$ cat config.mk
export PLATFORM = sky130hd
export DESIGN_NAME = lldq_ctrl
export DESIGN_NICKNAME = d
export VERILOG_FILES = /design/src/rtl/lldq_pkg.sv /design/src/rtl/lldq_ctrl.sv
export SDC_FILE = /design/constraint.sdc
export NUM_CORES = 1
export LEC_CHECK = 0
export ABC_AREA = 1
export BUFFER_PORTS_ARGS = -buffer_cell sky130_fd_sc_hd__buf_4
export CAP_MARGIN = 20
export CORE_MARGIN = 5
export CORE_UTILIZATION = 35
export CTS_CLUSTER_DIAMETER = 100
export DETAILED_ROUTE_END_ITERATION = 8
export GPL_ROUTABILITY_DRIVEN = 0
export PLACE_DENSITY = 0.64
export SLEW_MARGIN = 20
export SYNTH_ARGS = -nofsm -noshare
export SYNTH_HDL_FRONTEND = slang
export SYNTH_SLANG_ARGS = --single-unit
$ cat constraint.sdc
create_clock -name clk -period 1.47 [get_ports clk]
set_input_delay 0.147 -clock clk [delete_from_list [all_inputs] [get_ports clk]]
set_output_delay 0.147 -clock clk [all_outputs]
set_load 0.01 [all_outputs]
$ cat src/rtl/lldq_pkg.sv
// Package for the linked-list deque pool: payload structs, command and status codes,
// controller states and the command/status structs between controller and datapath.
// No dependencies.
package lldq_pkg;

  localparam int NODES_DEF     = 128;
  localparam int DATA_BITS_DEF = 32;

  localparam int CMD_W  = 3;
  localparam int VAL_W  = 32;
  localparam int HDL_W  = 7;
  localparam int POS_W  = 7;
  localparam int STAT_W = 2;
  localparam int CNT_W  = 7;

  typedef enum logic [CMD_W-1:0] {
    CMD_PUSH_FRONT = 3'd0,
    CMD_PUSH_TAIL  = 3'd1,
    CMD_POP_HEAD   = 3'd2,
    CMD_INSERT     = 3'd3,
    CMD_DELETE     = 3'd4,
    CMD_FIND       = 3'd5
  } cmd_t;

  typedef enum logic [STAT_W-1:0] {
    STAT_OK    = 2'd0,
    STAT_EMPTY = 2'd1,
    STAT_FULL  = 2'd2,
    STAT_RANGE = 2'd3
  } stat_t;

  typedef struct packed {
    logic [CMD_W-1:0]        command;
    logic signed [VAL_W-1:0] value_in;
    logic [HDL_W-1:0]        node_handle;
    logic [POS_W-1:0]        position;
  } in_item_t;

  typedef struct packed {
    logic signed [VAL_W-1:0] value_out;
    logic [HDL_W-1:0]        handle_out;
    logic [STAT_W-1:0]       status;
    logic [CNT_W-1:0]        item_total;
  } out_item_t;

  typedef enum logic [3:0] {
    S_INIT,
    S_IDLE,
    S_DECODE,
    S_INS_A,
    S_INS_B,
    S_INS_C,
    S_INS_D,
    S_INS_E,
    S_RM_A,
    S_RM_B,
    S_RM_C,
    S_RM_D,
    S_FIND_CHK,
    S_FIND_CAP,
    S_DONE
  } state_t;

  // Source of the working node pointer when a command is decoded.
  typedef enum logic [1:0] {
    P_ZERO,
    P_TAIL,
    P_HEAD,
    P_HANDLE
  } p_sel_t;

  // Link-memory write groups.
  typedef enum logic [2:0] {
    WR_NONE,
    WR_INIT,
    WR_INS1,
    WR_INS2,
    WR_RM1,
    WR_RM2
  } wr_sel_t;

  typedef struct packed {
    logic    req_load;
    logic    dec_load;
    p_sel_t  p_sel;
    logic    rd_free;
    logic    cap_fn;
    logic    cap_nx;
    logic    cap_pv;
    logic    cap_val;
    wr_sel_t wr_sel;
    logic    walk_step;
    logic    hout_p;
    logic    out_load;
    stat_t   status;
  } ctrl_t;

  typedef struct packed {
    logic [CMD_W-1:0] cmd;
    logic             full;
    logic             empty;
    logic             hdl_zero;
    logic             pos_oor;
    logic             k_zero;
    logic             init_last;
  } dp_stat_t;

endpackage

$ cat src/rtl/lldq_ctrl.sv
// Controller state machine of the linked-list deque pool: sequences the init sweep,
// the insert, remove and find steps, and the output register. Depends on lldq_pkg.
module lldq_ctrl (
  input  logic               clk,
  input  logic               rst_n,
  input  logic               in_valid,
  output logic               in_ready,
  output logic               out_valid,
  input  logic               out_ready,
  input  lldq_pkg::dp_stat_t stat,
  output lldq_pkg::ctrl_t    ctrl
);
  import lldq_pkg::*;

  state_t state_r, state_nxt;
  stat_t  st_r, st_nxt;
  logic   out_valid_r, out_valid_nxt;

  always_ff @(posedge clk) begin
    if (!rst_n) begin
      state_r     <= S_INIT;
      st_r        <= STAT_OK;
      out_valid_r <= 1'b0;
    end else begin
      state_r     <= state_nxt;
      st_r        <= st_nxt;
      out_valid_r <= out_valid_nxt;
    end
  end

  always_comb begin
    ctrl        = '0;
    ctrl.status = st_r;
    state_nxt   = state_r;
    st_nxt      = st_r;
    in_ready    = 1'b0;
    case (state_r)
      S_INIT: begin
        ctrl.wr_sel = WR_INIT;
        if (stat.init_last) begin
          state_nxt = S_IDLE;
        end
      end
      S_IDLE: begin
        in_ready = 1'b1;
        if (in_valid) begin
          ctrl.req_load = 1'b1;
          state_nxt     = S_DECODE;
        end
      end
      S_DECODE: begin
        ctrl.dec_load = 1'b1;
        st_nxt        = STAT_OK;
        case (stat.cmd)
          CMD_PUSH_FRONT: begin
            ctrl.p_sel = P_ZERO;
            if (stat.full) begin
              st_nxt    = STAT_FULL;
              state_nxt = S_DONE;
            end else begin
              state_nxt = S_INS_A;
            end
          end
          CMD_PUSH_TAIL: begin
            ctrl.p_sel = P_TAIL;
            if (stat.full) begin
              st_nxt    = STAT_FULL;
              state_nxt = S_DONE;
            end else begin
              state_nxt = S_INS_A;
            end
          end
          CMD_INSERT: begin
            ctrl.p_sel = P_HANDLE;
            if (stat.full) begin
              st_nxt    = STAT_FULL;
              state_nxt = S_DONE;
            end else begin
              state_nxt = S_INS_A;
            end
          end
          CMD_POP_HEAD: begin
            ctrl.p_sel = P_HEAD;
            if (stat.empty) begin
              st_nxt    = STAT_EMPTY;
              state_nxt = S_DONE;
            end else begin
              state_nxt = S_RM_A;
            end
          end
          CMD_DELETE: begin
            ctrl.p_sel = P_HANDLE;
            if (stat.empty) begin
              st_nxt    = STAT_EMPTY;
              state_nxt = S_DONE;
            end else if (stat.hdl_zero) begin
              st_nxt    = STAT_RANGE;
              state_nxt = S_DONE;
            end else begin
              state_nxt = S_RM_A;
            end
          end
          CMD_FIND: begin
            ctrl.p_sel = P_HEAD;
            if (stat.pos_oor) begin
              st_nxt    = STAT_RANGE;
              state_nxt = S_DONE;
            end else begin
              state_nxt = S_FIND_CHK;
            end
          end
          default: begin
            state_nxt = S_DONE;
          end
        endcase
      end
      S_INS_A: begin
        ctrl.rd_free = 1'b1;
        state_nxt    = S_INS_B;
      end
      S_INS_B: begin
        ctrl.cap_fn = 1'b1;
        state_nxt   = S_INS_C;
      end
      S_INS_C: begin
        ctrl.cap_nx = 1'b1;
        state_nxt   = S_INS_D;
      end
      S_INS_D: begin
        ctrl.wr_sel = WR_INS1;
        state_nxt   = S_INS_E;
      end
      S_INS_E: begin
        ctrl.wr_sel = WR_INS2;
        state_nxt   = S_DONE;
      end
      S_RM_A: begin
        state_nxt = S_RM_B;
      end
      S_RM_B: begin
        ctrl.cap_nx  = 1'b1;
        ctrl.cap_pv  = 1'b1;
        ctrl.cap_val = (stat.cmd == CMD_POP_HEAD);
        state_nxt    = S_RM_C;
      end
      S_RM_C: begin
        ctrl.wr_sel = WR_RM1;
        state_nxt   = S_RM_D;
      end
      S_RM_D: begin
        ctrl.wr_sel = WR_RM2;
        state_nxt   = S_DONE;
      end
      S_FIND_CHK: begin
        // The link of the current node is read in this cycle and taken in the next.
        if (stat.k_zero) begin
          ctrl.hout_p = 1'b1;
          state_nxt   = S_DONE;
        end else begin
          state_nxt = S_FIND_CAP;
        end
      end
      S_FIND_CAP: begin
        ctrl.walk_step = 1'b1;
        state_nxt      = S_FIND_CHK;
      end
      S_DONE: begin
        if (!out_valid_r || out_ready) begin
          ctrl.out_load = 1'b1;
          state_nxt     = S_IDLE;
        end
      end
      default: begin
        state_nxt = S_IDLE;
      end
    endcase
    out_valid_nxt = ctrl.out_load | (out_valid_r & ~out_ready);
  end

  assign out_valid = out_valid_r;

  a_accept_decode: assert property (@(posedge clk) disable iff (!rst_n)
    (in_valid && in_ready) |=> (state_r == S_DECODE))
    else $error("accepted transaction did not move to decode");

  a_hold_result: assert property (@(posedge clk) disable iff (!rst_n)
    (state_r == S_DONE && out_valid_r && !out_ready) |=> (state_r == S_DONE && out_valid_r))
    else $error("finished result overwrote a pending output transaction");

  a_init_sweep: assert property (@(posedge clk) disable iff (!rst_n)
    (state_r == S_INIT && !stat.init_last) |=> (state_r == S_INIT))
    else $error("free-list init sweep ended early");

endmodule

==> results_dict.tcl <==
set metrics [dict create \
    final_cells 175 \
    gr-total-overflow 0 \
    syn_inst 111 \
    r2r_cells 8 \
    synth_area_leaders "dfxtp_1 22%, nand2_1 16%, inv_1 10%" \
    clock_sinks 7 \
    nNetsFinal 164 \
    cts_buffers 3 \
    ir_drop_mv 0.724 \
    grt_max_degree 8 \
    n_fill_cell 182 \
    synth_xor_area_frac 0 \
    synth_seq_cells 7 \
    core_mm2 0.00175 \
    start_util 0.371 \
    async_flop_share 0 \
    htree_levels 1 \
    cp_slowest_cell "dfxtp_4" \
    cts_buffer_depth 2 \
    cp_slowest_stage_delay_ns 0.37 \
    first_pass_iters 4 \
    cap_violations 0 \
    antenna_cells 0 \
    yosysWarnings 0 \
    post-route-drc-count 0 \
    synthesis.area_um2 647 \
    clockRootBuffer "clkbuf_4" \
    dieWidth_um 53.0 \
    finalHoldViolCount 0 \
    fin_skew_ns 0.00402 \
    antenna_left 0 \
    synth_common_cells "27 x nand2_1, 18 x inv_1, 13 x nor2_1" \
    clk-insertion-delay-late_ns 0.25 \
    crit_type "reg2out" \
    wire_per_inst_um 11.2 \
    hold_path_depth 3 \
    clk_pin_slew_ns 0.05 \
    power.density_mw_per_mm2 1430 \
    finalWirelength_um 1970 \
    place_inst 167 \
    dieArea_mm2 0.00281 \
    syn_avg_cell_area_um2 5.83 \
    num_rows 15 \
    power_uw 1450 \
    cp_cell_sequence "nor2_4, inv_2, nor2_8, inv_4, nor2_2, buf_4" \
    syn_to_final_growth_pct 56.3 \
    setup_violations 0 \
    slew_violations 0 \
    vias 840 \
    crit_required_ns 1.32 \
    synth-main-ff-cell "dfxtp_1" \
    finalCriticalPeriod_ns 1.42 \
    yosysMostFrequentCell "nand2_1" \
    synthesis.nets 124 \
    numPortBuffers 31 \
    cts_tree "built" \
    hpwl_um 1580 \
    die_h_um 53.0 \
    drt_iter0_markers 19 \
    tightest_slew_ns 0.217 \
    status "finished, final reports clean" \
    via_per_inst 4.80 \
    holdBufCountCts 0 \
    min_path_type "in2reg" \
    synth_mux_area_frac 0 \
    grt_pass1_vias 731 \
    grt_pass1_wl_um 3090 \
    antenna_found_initial 0 \
    ys_types 26 \
    synth_adder_area_share 0 \
    relSlewSlack 0.854 \
    io_pins 32 \
    crit_arrival_ns 1.27 \
    drive_gt1_frac 0.433 \
    yosysTopAreaCellShare 0.217 \
    p_leak_uw 0.000514 \
    yosys.area.top_type "dfxtp_1" \
    fin_crit_sh 0.963 \
    crit_fanout 6 \
    start_kind "flip-flop" \
    synth_simple_gate_area_frac 0.445 \
    yosysSeqAreaShare 0.217 \
    synth_compound_area_frac 0.205 \
    track_usage 0.147 \
    synth_edf_count 0 \
    synth_top_family_by_area "simple AND/OR/NAND/NOR gates" \
    worstSetupEndpointType "output port" \
    fmax_mhz 706 \
]
==> critical path, delay by kind of cell (launching register included) <==
kind / cells / cell delay (ns)
simple gates: 3 / 0.38
flops: 1 / 0.37
buf+inv: 3 / 0.28
==> registers in the layout (all words and copies together) (netlist names) <==
register and cells:
out_valid 1, state_r 4, st_r 2
==> power breakdown <==
group	switching (uW)	total (uW)	leakage (uW)	internal, uW
sequential	72.1	319	0.0000589	247
clock	71.3	175	0.0000150	104
combinational	537	952	0.000440	415
total	680	1450	0.000514	766
==> cells in the final DEF, fill, tap and decap left out <==
cell type   n
nand2_1    24
o21bai_1    1
clkbuf_1    1
nor2_2      4
nor3_2      1
nor2_1     11
nand3_1     6
nor3_1      1
a21oi_1     7
nand2_4     1
dfxtp_2     3
dfxtp_4     1
inv_2       5
clkinv_1    1
nor2_8      1
o21ai_0     3
a31o_1      1
nand2_2     3
inv_4       1
buf_4      35
a31oi_1     1
a21oi_2     3
o21ai_1     3
o2111ai_1   1
nand4_1     3
o22ai_2     1
dfxtp_1     3
o211ai_1    1
nand3_2     1
nand3b_1    1
inv_1      16
nor2_4      1
clkbuf_4    3
nor4_2      1
==> logic make-up after synthesis <==
kind of cell / Yosys count
AND/OR/NAND/NOR: 59
buffers and inverters: 23
flip-flops: 7
AO/OA/AOI/OAI: 22
==> stage by stage <==
stage          worst slack, ns  hold WS (ns)   util  instance area [um2]  setup TNS [ns]
2_1_floorplan            0.338         0.245      -                  647               0
3_3_place_gp             0.207         0.367  0.522                  911               0
3_5_place_dp             0.217         0.373  0.522                  911               0
4_1_cts                 0.0110         0.106  0.547                  955               0
5_1_grt                -0.0435         0.116  0.579                 1010         -0.0863
6_report                0.0538         0.115  0.579                 1010               0
==> worst paths after layout <==
kind                                   to  slack (ns)                     from
setup / recovery                 ctrl[13]        0.05  state_r[2]$_SDFFE_PN0P_
hold / removal    state_r[2]$_SDFFE_PN0P_        0.12                    rst_n
setup reg to reg  state_r[1]$_SDFFE_PN0P_        0.21  state_r[3]$_SDFFE_PN0P_
hold reg to reg      st_r[1]$_SDFFE_PN0P_        0.47     st_r[1]$_SDFFE_PN0P_
==> cell type report <==
cell class,count,area [um2],share of cell area
flip-flops and latches,7,148,0.146
well taps,25,31.3,0.0309
multi-input cells,81,454,0.449
inverters,23,88.8,0.0879
repair buffers,35,263,0.260
clock buffers,4,26.3,0.0260
==> layer usage <==
layer | share of wire | GRT usage | vias to the layer above
li1 | - | - | 437
met1 | 0.47 | 0.198 | 375
met2 | 0.46 | 0.225 | 24
met5 | 0 | 0 | -
met3 | 0.047 | 0.0254 | 4
met4 | 0.014 | 0.0638 | 0
==> repair_timing <==
| action | in CTS | in global routing |
|---|---|---|
| setup buffers | 0 | 4 |
| endpoints found under the setup margin | 4 | 6 |
| resized for setup | 6 | 11 |
| hold endpoints to repair | 0 | 0 |
| pin swaps | 0 | 2 |
Power figures use the tool's default switching activity.
